===== src/rtl/grs_pkg.sv =====
package grs_pkg;

	// move queue geometry
	localparam int QUEUE_DEPTH = 64;
	localparam int QIDX_W      = $clog2(QUEUE_DEPTH);
	localparam int QPTR_W      = QIDX_W + 1;

	// configuration port
	localparam int CFG_IDX_W  = 3;
	localparam int CFG_DATA_W = 16;

	typedef enum logic [CFG_IDX_W-1:0] {
		CFG_OBST_THRESHOLD = 3'd0,
		CFG_OBST_TIMEOUT   = 3'd1,
		CFG_MIN_ON         = 3'd2,
		CFG_START_ROW      = 3'd3,
		CFG_START_COL      = 3'd4,
		CFG_START_DIR      = 3'd5
	} cfg_reg_t;

	// configuration reset values
	localparam logic [13:0] RST_OBST_THRESHOLD = 14'd150;
	localparam logic [15:0] RST_OBST_TIMEOUT   = 16'd1000;
	localparam logic [2:0]  RST_MIN_ON         = 3'd4;

	// item operations
	localparam logic [2:0] OP_CLEAR = 3'd0;
	localparam logic [2:0] OP_PUSH  = 3'd1;
	localparam logic [2:0] OP_START = 3'd2;
	localparam logic [2:0] OP_ABORT = 3'd3;
	localparam logic [2:0] OP_TICK  = 3'd4;
	localparam logic [2:0] OP_PLACE = 3'd5;

	// motion requests
	localparam logic [2:0] MOT_NONE     = 3'd0;
	localparam logic [2:0] MOT_STOP     = 3'd1;
	localparam logic [2:0] MOT_FOLLOW   = 3'd2;
	localparam logic [2:0] MOT_APPROACH = 3'd3;
	localparam logic [2:0] MOT_CROSS    = 3'd4;
	localparam logic [2:0] MOT_LEFT     = 3'd5;
	localparam logic [2:0] MOT_RIGHT    = 3'd6;

	// events
	localparam logic [2:0] EV_NONE     = 3'd0;
	localparam logic [2:0] EV_OBSTACLE = 3'd1;
	localparam logic [2:0] EV_DONE     = 3'd2;
	localparam logic [2:0] EV_TIMEOUT  = 3'd3;
	localparam logic [2:0] EV_ACCEPTED = 3'd4;

	// queued move codes
	localparam logic [1:0] MV_FWD     = 2'd0;
	localparam logic [1:0] MV_LEFT    = 2'd1;
	localparam logic [1:0] MV_RIGHT   = 2'd2;
	localparam logic [1:0] MV_UNKNOWN = 2'd3;

	// command characters
	localparam logic [7:0] CMD_NONE = 8'h00;
	localparam logic [7:0] CMD_F    = 8'h46;
	localparam logic [7:0] CMD_L    = 8'h4C;
	localparam logic [7:0] CMD_R    = 8'h52;

	// headings
	localparam logic [1:0] HD_DOWN  = 2'd0;
	localparam logic [1:0] HD_RIGHT = 2'd1;
	localparam logic [1:0] HD_UP    = 2'd2;
	localparam logic [1:0] HD_LEFT  = 2'd3;

	typedef struct packed {
		logic [2:0]  op;
		logic [7:0]  command;
		logic [4:0]  line_sensors;
		logic [13:0] obstacle_distance;
	} in_item_t;

	typedef struct packed {
		logic [2:0]        route_state;
		logic [2:0]        motion_request;
		logic [2:0]        event_code;
		logic signed [7:0] robot_row;
		logic signed [7:0] robot_col;
		logic [1:0]        robot_heading;
		logic signed [7:0] ahead_row;
		logic signed [7:0] ahead_col;
		logic [6:0]        steps_done;
		logic [6:0]        steps_total;
		logic [6:0]        crossings;
	} out_item_t;

endpackage


===== src/rtl/grid_route_sequencer_unit.sv =====
// Route sequencer for a grid line follower. Items (queue clear, push, start, abort,
// sensor tick, place) enter on the in channel and each one yields exactly one result item
// on the out channel, showing route state, motion request, event, grid position and
// heading, the cell ahead and the step counters as they stand after that item. The unit
// takes one item per clock unless the output stalls: an item is captured in an input
// register, the whole state update is one short combinational pass, and the result lands
// in an output register when the input register drains. The one-item-per-clock figure
// is set by that single state update pass; the input stalls only while the output
// register holds an untaken result and the input register is also full. The move queue
// lives in a 64-entry memory; the entry at the queue head is fetched ahead into a register
// (with bypass of a push to the same slot), so a pop needs no read in the update pass.
// No clearing pass is needed after reset. The configuration port is always ready and
// should be written only while no item is in flight.
module grid_route_sequencer_unit (
	input  logic                             clk,
	input  logic                             arst_n,
	input  logic                             in_valid,
	output logic                             in_stall,
	input  grs_pkg::in_item_t                in_item,
	output logic                             out_valid,
	input  logic                             out_stall,
	output grs_pkg::out_item_t               out_item,
	input  logic                             cfg_valid,
	output logic                             cfg_ready,
	input  logic [grs_pkg::CFG_IDX_W-1:0]    cfg_index,
	input  logic [grs_pkg::CFG_DATA_W-1:0]   cfg_data
);

	typedef enum logic [2:0] {
		MODE_IDLE    = 3'd0,
		MODE_FOLLOW  = 3'd1,
		MODE_CROSS   = 3'd2,
		MODE_BLOCKED = 3'd3,
		MODE_DONE    = 3'd4
	} mode_t;

	localparam logic [grs_pkg::QPTR_W-1:0] DEPTH_PTR = grs_pkg::QPTR_W'(grs_pkg::QUEUE_DEPTH);

	// one step ahead along a heading, wrapping modulo 256
	function automatic logic [15:0] step_ahead(input logic signed [7:0] r,
			input logic signed [7:0] c, input logic [1:0] hd);
		logic signed [7:0] nr;
		logic signed [7:0] nc;
		nr = r;
		nc = c;
		case (hd)
			grs_pkg::HD_DOWN:  nr = r + 8'sd1;
			grs_pkg::HD_RIGHT: nc = c + 8'sd1;
			grs_pkg::HD_UP:    nr = r - 8'sd1;
			default:           nc = c - 8'sd1;
		endcase
		return {nr, nc};
	endfunction

	// configuration registers
	logic [13:0]       obst_threshold_q;
	logic [15:0]       obst_timeout_q;
	logic [2:0]        min_on_q;
	logic signed [7:0] start_row_q;
	logic signed [7:0] start_col_q;
	logic [1:0]        start_dir_q;

	// input stage
	logic              valid_s1;
	grs_pkg::in_item_t item_s1;
	logic              advance;

	// route state
	mode_t                     mode_q, mode_d;
	logic [grs_pkg::QPTR_W-1:0] head_q, head_d;
	logic [grs_pkg::QPTR_W-1:0] tail_q, tail_d;
	logic                      was_crossing_q, was_crossing_d;
	logic                      confirm_q, confirm_d;
	logic [15:0]               blocked_q, blocked_d;
	logic signed [7:0]         row_q, row_d;
	logic signed [7:0]         col_q, col_d;
	logic [1:0]                heading_q, heading_d;
	logic [6:0]                crossings_q, crossings_d;

	// move queue memory and prefetched head entry
	logic [1:0]                move_mem [grs_pkg::QUEUE_DEPTH];
	logic [1:0]                head_entry_q;
	logic                      push_we;
	logic [1:0]                push_code;
	logic [grs_pkg::QIDX_W-1:0] wr_idx;
	logic [grs_pkg::QIDX_W-1:0] rd_idx;

	// combinational results of the update pass
	logic [2:0]        motion;
	logic [2:0]        event_c;
	logic [2:0]        on_cnt;
	logic              crossing_now;
	logic [15:0]       blocked_inc;
	logic [1:0]        turn_heading;
	logic [15:0]       moved_pos;
	logic [15:0]       ahead_pos;
	logic [grs_pkg::QPTR_W-1:0] head_inc;

	// output register
	logic               out_valid_q;
	grs_pkg::out_item_t out_item_q;

	// handshake: the input register drains whenever the output register can take a result
	assign advance   = valid_s1 && (!out_valid_q || !out_stall);
	assign in_stall  = valid_s1 && out_valid_q && out_stall;
	assign out_valid = out_valid_q;
	assign out_item  = out_item_q;
	assign cfg_ready = 1'b1;

	always_ff @(posedge clk or negedge arst_n) begin
		if (!arst_n) begin
			obst_threshold_q <= grs_pkg::RST_OBST_THRESHOLD;
			obst_timeout_q   <= grs_pkg::RST_OBST_TIMEOUT;
			min_on_q         <= grs_pkg::RST_MIN_ON;
			start_row_q      <= '0;
			start_col_q      <= '0;
			start_dir_q      <= grs_pkg::HD_DOWN;
		end else if (cfg_valid && cfg_ready) begin
			case (cfg_index)
				grs_pkg::CFG_OBST_THRESHOLD: obst_threshold_q <= cfg_data[13:0];
				grs_pkg::CFG_OBST_TIMEOUT:   obst_timeout_q   <= cfg_data;
				grs_pkg::CFG_MIN_ON:         min_on_q         <= cfg_data[2:0];
				grs_pkg::CFG_START_ROW:      start_row_q      <= cfg_data[7:0];
				grs_pkg::CFG_START_COL:      start_col_q      <= cfg_data[7:0];
				grs_pkg::CFG_START_DIR:      start_dir_q      <= cfg_data[1:0];
				default: ;
			endcase
		end
	end

	// input register
	always_ff @(posedge clk or negedge arst_n) begin
		if (!arst_n) begin
			valid_s1 <= 1'b0;
		end else if (!in_stall) begin
			valid_s1 <= in_valid;
		end
	end

	always_ff @(posedge clk) begin
		if (in_valid && !in_stall) begin
			item_s1 <= in_item;
		end
	end

	// sensor count against the intersection threshold
	always_comb begin
		on_cnt = '0;
		for (int i = 0; i < 5; i++) begin
			on_cnt = on_cnt + 3'(item_s1.line_sensors[i]);
		end
	end
	assign crossing_now = (on_cnt >= min_on_q);

	assign blocked_inc = (blocked_q != 16'hFFFF) ? blocked_q + 16'd1 : blocked_q;
	assign head_inc    = head_q + grs_pkg::QPTR_W'(1);

	// heading after the popped move, and the cell one step along it
	always_comb begin
		case (head_entry_q)
			grs_pkg::MV_LEFT:  turn_heading = heading_q + 2'd3;
			grs_pkg::MV_RIGHT: turn_heading = heading_q + 2'd1;
			default:           turn_heading = heading_q;
		endcase
	end
	assign moved_pos = step_ahead(row_q, col_q, turn_heading);

	// push encoding
	always_comb begin
		case (item_s1.command)
			grs_pkg::CMD_F: push_code = grs_pkg::MV_FWD;
			grs_pkg::CMD_L: push_code = grs_pkg::MV_LEFT;
			grs_pkg::CMD_R: push_code = grs_pkg::MV_RIGHT;
			default:        push_code = grs_pkg::MV_UNKNOWN;
		endcase
	end
	assign push_we = advance && (item_s1.op == grs_pkg::OP_PUSH) &&
		(item_s1.command != grs_pkg::CMD_NONE) && (tail_q < DEPTH_PTR);
	assign wr_idx  = tail_q[grs_pkg::QIDX_W-1:0];

	// the state update pass
	always_comb begin
		mode_d         = mode_q;
		head_d         = head_q;
		tail_d         = tail_q;
		was_crossing_d = was_crossing_q;
		confirm_d      = confirm_q;
		blocked_d      = blocked_q;
		row_d          = row_q;
		col_d          = col_q;
		heading_d      = heading_q;
		crossings_d    = crossings_q;
		motion         = grs_pkg::MOT_NONE;
		event_c        = grs_pkg::EV_NONE;
		case (item_s1.op)
			grs_pkg::OP_CLEAR: begin
				head_d = '0;
				tail_d = '0;
			end
			grs_pkg::OP_PUSH: begin
				if (push_we) begin
					tail_d = tail_q + grs_pkg::QPTR_W'(1);
				end
			end
			grs_pkg::OP_START: begin
				mode_d         = MODE_FOLLOW;
				crossings_d    = '0;
				was_crossing_d = 1'b0;
				confirm_d      = 1'b0;
				event_c        = grs_pkg::EV_ACCEPTED;
			end
			grs_pkg::OP_ABORT: begin
				head_d    = '0;
				tail_d    = '0;
				mode_d    = MODE_IDLE;
				confirm_d = 1'b0;
				motion    = grs_pkg::MOT_STOP;
			end
			grs_pkg::OP_PLACE: begin
				row_d     = start_row_q;
				col_d     = start_col_q;
				heading_d = start_dir_q;
			end
			grs_pkg::OP_TICK: begin
				case (mode_q)
					MODE_FOLLOW: begin
						if (confirm_q) begin
							// second look at a suspected intersection, no obstacle check
							confirm_d = 1'b0;
							if (crossing_now) begin
								mode_d         = MODE_CROSS;
								was_crossing_d = 1'b1;
								motion         = grs_pkg::MOT_APPROACH;
							end else begin
								was_crossing_d = 1'b0;
							end
						end else if (item_s1.obstacle_distance != '0 &&
								item_s1.obstacle_distance < obst_threshold_q) begin
							mode_d    = MODE_BLOCKED;
							blocked_d = '0;
							motion    = grs_pkg::MOT_STOP;
							event_c   = grs_pkg::EV_OBSTACLE;
						end else if (crossing_now && !was_crossing_q) begin
							confirm_d = 1'b1;
							motion    = grs_pkg::MOT_STOP;
						end else begin
							was_crossing_d = crossing_now;
							motion         = grs_pkg::MOT_FOLLOW;
						end
					end
					MODE_CROSS: begin
						if (head_q >= tail_q || head_q >= DEPTH_PTR) begin
							mode_d = MODE_DONE;
						end else begin
							head_d = head_inc;
							case (head_entry_q)
								grs_pkg::MV_FWD:   motion = grs_pkg::MOT_CROSS;
								grs_pkg::MV_LEFT:  motion = grs_pkg::MOT_LEFT;
								grs_pkg::MV_RIGHT: motion = grs_pkg::MOT_RIGHT;
								default:           motion = grs_pkg::MOT_NONE;
							endcase
							if (head_entry_q != grs_pkg::MV_UNKNOWN) begin
								heading_d = turn_heading;
								row_d     = moved_pos[15:8];
								col_d     = moved_pos[7:0];
							end
							crossings_d    = crossings_q + 7'd1;
							was_crossing_d = 1'b0;
							mode_d         = (head_inc >= tail_q) ? MODE_DONE : MODE_FOLLOW;
						end
					end
					MODE_BLOCKED: begin
						motion    = grs_pkg::MOT_STOP;
						blocked_d = blocked_inc;
						if (blocked_inc >= obst_timeout_q) begin
							mode_d  = MODE_IDLE;
							event_c = grs_pkg::EV_TIMEOUT;
						end
					end
					MODE_DONE: begin
						motion  = grs_pkg::MOT_STOP;
						event_c = grs_pkg::EV_DONE;
						mode_d  = MODE_IDLE;
					end
					default: begin
						motion = grs_pkg::MOT_STOP;
					end
				endcase
			end
			default: ;
		endcase
	end

	assign ahead_pos = step_ahead(row_d, col_d, heading_d);

	always_ff @(posedge clk or negedge arst_n) begin
		if (!arst_n) begin
			mode_q         <= MODE_IDLE;
			head_q         <= '0;
			tail_q         <= '0;
			was_crossing_q <= 1'b0;
			confirm_q      <= 1'b0;
			blocked_q      <= '0;
			row_q          <= '0;
			col_q          <= '0;
			heading_q      <= grs_pkg::HD_DOWN;
			crossings_q    <= '0;
		end else if (advance) begin
			mode_q         <= mode_d;
			head_q         <= head_d;
			tail_q         <= tail_d;
			was_crossing_q <= was_crossing_d;
			confirm_q      <= confirm_d;
			blocked_q      <= blocked_d;
			row_q          <= row_d;
			col_q          <= col_d;
			heading_q      <= heading_d;
			crossings_q    <= crossings_d;
		end
	end

	// queue memory: write at the tail, read the next head slot with write bypass
	assign rd_idx = advance ? head_d[grs_pkg::QIDX_W-1:0] : head_q[grs_pkg::QIDX_W-1:0];

	always_ff @(posedge clk) begin
		if (push_we) begin
			move_mem[wr_idx] <= push_code;
		end
		if (push_we && wr_idx == rd_idx) begin
			head_entry_q <= push_code;
		end else begin
			head_entry_q <= move_mem[rd_idx];
		end
	end

	// output register
	always_ff @(posedge clk or negedge arst_n) begin
		if (!arst_n) begin
			out_valid_q <= 1'b0;
		end else if (advance) begin
			out_valid_q <= 1'b1;
		end else if (!out_stall) begin
			out_valid_q <= 1'b0;
		end
	end

	always_ff @(posedge clk) begin
		if (advance) begin
			out_item_q.route_state    <= mode_d;
			out_item_q.motion_request <= motion;
			out_item_q.event_code     <= event_c;
			out_item_q.robot_row      <= row_d;
			out_item_q.robot_col      <= col_d;
			out_item_q.robot_heading  <= heading_d;
			out_item_q.ahead_row      <= ahead_pos[15:8];
			out_item_q.ahead_col      <= ahead_pos[7:0];
			out_item_q.steps_done     <= 7'(head_d);
			out_item_q.steps_total    <= 7'(tail_d);
			out_item_q.crossings      <= crossings_d;
		end
	end

	// queue pointers stay ordered and inside the memory
	a_head_le_tail: assert property (@(posedge clk) disable iff (!arst_n)
		head_q <= tail_q && tail_q <= DEPTH_PTR)
		else $error("queue head passed tail or tail passed depth");

	// a held input item stays put until it can move on
	a_s1_hold: assert property (@(posedge clk) disable iff (!arst_n)
		valid_s1 && !advance |=> valid_s1 && $stable(item_s1))
		else $error("input register lost a stalled item");

	// an obstacle result always stops the robot in the obstacle state
	a_obstacle_stop: assert property (@(posedge clk) disable iff (!arst_n)
		out_valid && out_item.event_code == grs_pkg::EV_OBSTACLE |->
		out_item.motion_request == grs_pkg::MOT_STOP && out_item.route_state == MODE_BLOCKED)
		else $error("obstacle event without stop in obstacle state");

	// timeout and completion events both leave the route idle
	a_end_idle: assert property (@(posedge clk) disable iff (!arst_n)
		out_valid && (out_item.event_code == grs_pkg::EV_TIMEOUT ||
		out_item.event_code == grs_pkg::EV_DONE) |-> out_item.route_state == MODE_IDLE)
		else $error("route end event while not idle");

endmodule

===== config.mk =====
export PLATFORM = sky130hd
export DESIGN_NAME = grid_route_sequencer_unit
export DESIGN_NICKNAME = d
export VERILOG_FILES = /design/src/rtl/grs_pkg.sv /design/src/rtl/grid_route_sequencer_unit.sv
export SDC_FILE = /design/constraint.sdc
export NUM_CORES = 1
export LEC_CHECK = 0
export ABC_CLOCK_PERIOD_IN_PS = 8300
export BUFFER_PORTS_ARGS = -buffer_cell sky130_fd_sc_hd__buf_2
export CORE_UTILIZATION = 40
export CTS_CLUSTER_DIAMETER = 60
export CTS_CLUSTER_SIZE = 40
export DETAILED_ROUTE_END_ITERATION = 6
export PLACE_DENSITY = 0.61
export SETUP_SLACK_MARGIN = 0.1
export SYNTH_ARGS = -nofsm -noshare
export SYNTH_HDL_FRONTEND = slang
export SYNTH_SLANG_ARGS = --single-unit

===== constraint.sdc =====
create_clock -name clk -period 8.3 [get_ports clk]
set_input_delay 1.245 -clock clk [delete_from_list [all_inputs] [get_ports clk]]
set_output_delay 1.245 -clock clk [all_outputs]
set_load 0.005 [all_outputs]

==> metrics.txt, run 1 <==
maxcap violations 0; placer congestion estimate 0.8234; Tot GR Track Use 18.86%; Vias 11.33k; placed inst area 17,920 um^2; Syn Nets 1,545; ys flop type edfxtp_1; Post-CTS Setup Inserts 0; Seq/Total Area, Yosys 57.48%; post-synthesis mux area share 8.097%; actual slew at the worst max-slew pin 1.237 ns; commonest non-fill, non-tap cell in the layout edfxtp_1; largest net degree at the start of global routing 67; Mapped Area 16,750 um^2; GR Overflow Total 0; number of port buffers 119; failing checks design-rule violations; drt total wl 39.38 mm; fmax 0.1386 GHz; Syn-to-layout area delta 13.42%; Tmin final 7.213 ns; Clock Pin Slew Worst Setup and Hold Paths 0.07 ns; most used cell, CP mux4_2; Place WS 1.127 ns; Final Util 46.21%; Top-Level Pins 121; most frequent cells in the layout edfxtp_1 (222), nand2_1 (175), nor2_1 (138), buf_2 (118), dfrtp_1 (102); class of the worst hold path reg -> reg; Residual DRC 11; CP cell instances buf_4 > mux4_2 > mux4_2 > mux4_2 > inv_1 > ha_1 > xor2_1 > or4_1 > a211oi_1 > o21ai_0 > a222oi_1 > inv_1 > fa_1 > a21o_1 > a21oi_1 > o21bai_1 > a21oi_1 > xnor2_1 > mux2_2; slowest stage cell, crit path dfxtp_2; CP max stage delay 0.71 ns; Num CTS Buffers 31; Startpoint Class flop; Final HPWL DP 27.17 mm; FFs w/ async S/R, synth 33.14%; routed vias/inst 5.461; fin worst setup slack 1.087 ns; r2r setup slk 1.09 ns; WS Path Type reg -> reg; worst path arrival time 7.55 ns; Mean Syn Cell Area 11.86 um^2; Die Wd 206.6 um; Synth warnings 0; #FFs+latches synth 341; Setup crit end kind flop; Distinct cells, synth 73; Rel. slew slack 16.95%; Initial Util 40.74%; CTS sink cnt 341; post-route cell area 19,000 um^2; row count 74; pwr/cell area 255.5 nW/um^2; VDD IR max 0.1721 mV; first-pass GRT wire length 62.11 mm; Tcrit/Tclk final 86.91%; die area 42,700 um^2; number of global-route vias before repair 10.99k; cts hold-fix bufs 0; max-slew violations 0; detailed-route wire length per cell 18.98 um; status finished with violations; post_cts resized 0; Post-Synth Adder-Cell Area 6.125%; Die H 206.6 um; Leakage 7.185 nW; simple-gate share of the synthesized area 12.25%; EDFF count, synth 222; worst-path fanout max 17; XOR/XNOR Fraction of Synth Area 2.353%; Worst EP required 8.63 ns; hold_ws 0.5055 ns; root cell of the clock tree clkbuf_16; endpoints failing hold 0; Layout Nets 1,652; initial antenna violation count 0; RSZ-0062 raised after global routing no; Routed Antenna Nets 0; synthesized instance count 1,412; ant diodes 0; DR iter-0 viols 935; final setup fails 0; CTS tree yes; H-Tree Depth 1; Synth Area in Compound Gates 10.71%; CTS Buffer Depth 3; largest family of logic cells by synthesized area simple AND/OR/NAND/NOR gates; clk_skew 0.01606 ns; filler cell count 3,769; DRT Pass-1 Iters 7; Clk Latency, worst-skew pair 0.59 ns; setup TNS 0 ns; core area 41,110 um^2; layout cells sized above 1 18.60%
[flip-flops by register name (all words and copies together), names as in the netlist, named ones only]
name and flops:
move_mem 128, out_item 64, item_s1 30, blocked_q 16, obst_timeout_q 16, obst_threshold_q 14
col_q 8, row_q 8, start_col_q 8, start_row_q 8, crossings_q 7, head_q 7
tail_q 7, min_on_q 3, mode_q 3, heading_q 2, start_dir_q 2, confirm_q 1
out_valid 1, valid_s1 1, was_crossing_q 1
[kinds of logic after synthesis]
group           Yosys count
other cells               1
fa+ha+maj                79
mux                      79
flops                   341
xor+xnor                 45
buf+inv                 131
compound gates          279
simple gates            457
[layout make-up]
cell class / count / area (um^2) / area share [%]
sequential: 341 / 9629 / 50.69
multi-input combinational: 940 / 6645 / 34.98
clock buffer: 32 / 779.5 / 4.103
timing repair buffer: 133 / 703.2 / 3.701
tap: 532 / 665.6 / 3.504
clock inverter: 25 / 302.8 / 1.594
inverter: 72 / 272.8 / 1.436
[cell usage after synthesis (all sizes together) (4+ instances only)]
cell type / count / area (um^2)
dfxtp: 6 / 120.1
dfstp: 11 / 289.0
a222oi: 5 / 50.05
xor2: 20 / 175.2
mux2i: 5 / 50.05
nor4: 5 / 31.28
fa: 5 / 100.1
or3: 8 / 50.05
nor3: 15 / 75.07
inv: 69 / 259.0
nand2b: 17 / 106.4
o31ai: 10 / 75.07
mux2: 32 / 360.4
dfrtp: 102 / 2552
ha: 74 / 925.9
o22ai: 5 / 31.28
nor2: 138 / 518.0
nand2: 175 / 656.9
a21o: 23 / 172.7
a211oi: 4 / 35.03
edfxtp: 222 / 6666
and2: 10 / 62.56
a31oi: 12 / 75.07
nor2b: 15 / 93.84
a21oi: 60 / 300.3
nand4: 16 / 100.1
o22a: 5 / 43.79
buf: 7 / 30.03
clkbuf: 52 / 195.2
nand3: 31 / 155.2
nor3b: 4 / 30.03
mux4: 42 / 945.9
o21a: 6 / 45.04
o21ai: 97 / 489.2
or4: 4 / 30.03
xnor2: 25 / 219.0
a22o: 19 / 166.4
and3: 5 / 31.28
[through the flow]
| stage | cells | total power, mW |
|---|---|---|
| final | 2075 | 4.854 |
| after global routing | 2075 | 5.127 |
| after CTS | 2075 | 4.898 |
| after detailed placement | 2018 | 3.385 |
| after global placement | 2018 | 3.355 |
| after floorplan | 1412 | 3.028 |
[final timing paths]
kind                                     end               from  depth (start not counted)
min reg2reg                obst_timeout_q[3]  obst_timeout_q[3]                          2
max                             out_item[27]               flop                         19
max in group asynchronous          head_q[1]             arst_n                          2
min                        obst_timeout_q[3]  obst_timeout_q[3]                          2
max reg2reg                     out_item[27]               flop                         19
min in group asynchronous       blocked_q[8]             arst_n                          1
[worst max-delay path, delay by kind of cell (launching register included)]
family                     cells  cell delay [ns]
and+or+nand+nor                1             0.53
AOI/OAI and AO/OA              7             2.08
adders and majority gates      2             0.78
muxes                          4             1.84
DFF                            1             0.71
xor gates and xnor gates       2             0.33
buffers and inverters          3             0.69
[report_power, final]
part           internal (mW)  switching, mW  total, mW
Combinational          0.513          0.657       1.17
Sequential              2.02          0.161       2.18
Clock                  0.764          0.738       1.50
Total                   3.30           1.56       4.85
[per-layer routing]
layer	vias up	share of wire, %	routed length, um	global-route usage [%]
met5	-	0	0	0
met4	0	2.2	881	4.517
met3	50	5.7	2235	2.590
met2	323	45	17540	29.48
met1	5562	48	18720	27.71
li1	5397	-	-	-
Note: power is estimated with default switching activity, not from simulation.
==> run 2: changes to the inputs <==
- ABC_CLOCK_PERIOD_IN_PS: 8300 -> 9000
- CTS_CLUSTER_SIZE: 40 -> default
- clock period: 8.3 -> 9 ns (I/O delays scaled with it)
==> run 2 against run 1 <==
Against the previous run: critical endpoint unchanged; core utilization is 0.41 points higher; sequential power is 7% lower; global-route usage is 0.55 points higher; critical path depth stayed put; the flow still finishes with violations (design-rule violations).
==> metrics.txt, run 2 (same netlist as run 1, synthesis figures left out) <==
class of the worst hold path reg -> reg; Layout Nets 1,660 (+0.48%); first-pass GRT wire length 63.24 mm (+1.8%); Setup crit end kind flop; Residual DRC 11 (unchanged); status finished with violations; Clock Pin Slew Worst Setup and Hold Paths 0.06 ns (about the same); ant diodes 0 (unchanged); RSZ-0062 raised after global routing no; most frequent cells in the layout edfxtp_1 (222), nand2_1 (175), nor2_1 (138), buf_2 (118), dfrtp_1 (102); fin worst setup slack 1.764 ns (+0.6769 ns); Tot GR Track Use 19.41% (+0.55 points); row count 74 (unchanged); placed inst area 17,910 um^2 (about the same); Startpoint Class flop; endpoints failing hold 0 (unchanged); number of port buffers 119 (unchanged); Tot Pwr 4.662 mW (-4.0%); Post-CTS Setup Inserts 0 (unchanged); maxcap violations 0 (unchanged); Rel. slew slack 15.42% (-1.5 points); post_cts resized 0 (unchanged); root cell of the clock tree clkbuf_16; Final HPWL DP 27.38 mm (+0.76%); Syn-to-layout area delta 14.44%; Leakage 7.271 nW (+1.2%); routed vias/inst 5.488 (+0.49%); commonest non-fill, non-tap cell in the layout edfxtp_1; VDD IR max 0.1623 mV (-5.7%); hold_ws 0.5024 ns (-0.003117 ns); placer congestion estimate 0.8396 (+2.0%); CTS Buffer Depth 3 (unchanged); layout cells sized above 1 18.47% (-0.13 points); DR iter-0 viols 982 (+5.0%); Biggest register move_mem; WS Path Type reg -> reg; reg2reg end out_item[27]; worst path arrival time 7.55 ns (about the same); largest net degree at the start of global routing 68 (+1.5%); Place WS 1.811 ns (+0.6838 ns); max reg flops 128 (unchanged); failing checks design-rule violations; actual slew at the worst max-slew pin 1.260 ns (+0.02278 ns); GR Overflow Total 0 (unchanged); worst-path fanout max 29 (+12); Top-Level Pins 121 (unchanged); Num CTS Buffers 40 (+29%); Die H 206.6 um (unchanged); core area 41,110 um^2 (unchanged); drt total wl 40.16 mm (+2.0%); cts hold-fix bufs 0 (unchanged); worst reg2reg path depth 19 (unchanged); final setup fails 0 (unchanged); Routed Antenna Nets 0 (unchanged); H-Tree Depth 2 (+1); Worst Setup EP out_item[27]; number of global-route vias before repair 11.05k (+0.55%); Tmin final 7.236 ns (+0.02311 ns); Vias 11.48k (+1.3%); pwr/cell area 243.2 nW/um^2 (-4.8%); CTS tree yes; setup TNS 0 ns (unchanged); r2r setup slk 1.76 ns (+0.68 ns); detailed-route wire length per cell 19.21 um (+1.2%); Tcrit/Tclk final 80.40% (-6.5 points); DRT Pass-1 Iters 7 (unchanged); die area 42,700 um^2 (unchanged); Worst EP required 9.31 ns (+0.68 ns); initial antenna violation count 0 (unchanged); max-slew violations 0 (unchanged); Initial Util 40.74% (unchanged); post-route cell area 19,170 um^2 (+0.90%); Die Wd 206.6 um (unchanged); clk_skew 0.02222 ns (+0.006161 ns); fmax 0.1382 GHz (-0.32%); Clk Latency, worst-skew pair 0.57 ns (-0.02 ns); CTS sink cnt 341 (unchanged)
run 2: worst min path at each step:
stage | from | end | depth (start not counted)
5_1_grt | obst_timeout_q[5] | obst_timeout_q[5] | 2
6_report | valid_s1 | out_valid | 1
2_1_floorplan | valid_s1 | out_valid | 1
4_1_cts | valid_s1 | out_valid | 1
3_5_place_dp | valid_s1 | out_valid | 1
3_3_place_gp | valid_s1 | out_valid | 1
run 2: critical path, stage by stage (launching register included):
cell and delay (ns):
dfxtp_1 1.16, buf_4 0.29, mux4_2 0.29, mux4_2 0.51, mux4_2 0.53, inv_1 0.10
ha_1 0.32, xor2_1 0.25, or4_1 0.55, a211oi_1 0.42, o21ai_0 0.36, a222oi_1 0.55
inv_1 0.18, fa_1 0.46, a21o_1 0.18, a21oi_1 0.22, o21bai_1 0.09, a21oi_1 0.19
xnor2_1 0.08, mux2_2 0.25
run 2: power breakdown:
part	internal, mW	switching [mW]
Clock	0.910	0.660
Combinational	0.472	0.591
Sequential	1.87	0.161
run 2: area by class of cell:
cell class / count / area, um^2
inverter: 72 / 272.8
timing repair buffer: 132 / 695.7
multi-input combinational: 940 / 6645
sequential: 341 / 9629
tap: 532 / 665.6
clock inverter: 22 / 182.7
clock buffer: 52 / 1077
fill: 3728 / 21940
run 2: stage by stage:
stage	std cells	utilization [%]
floorplan	1412	-
global placement	2017	43.56
detailed placement	2017	43.56
CTS	2091	46.63
global route	2091	46.63
finish	2091	46.63
run 2: routing by layer:
metal | part of all wire (%) | global-route usage [%] | wire length [um]
met1 | 48 | 28.78 | 19160
met2 | 44 | 29.01 | 17730
met3 | 6.1 | 3.516 | 2433
met4 | 2.1 | 5.488 | 833
met5 | 0 | 0 | 0
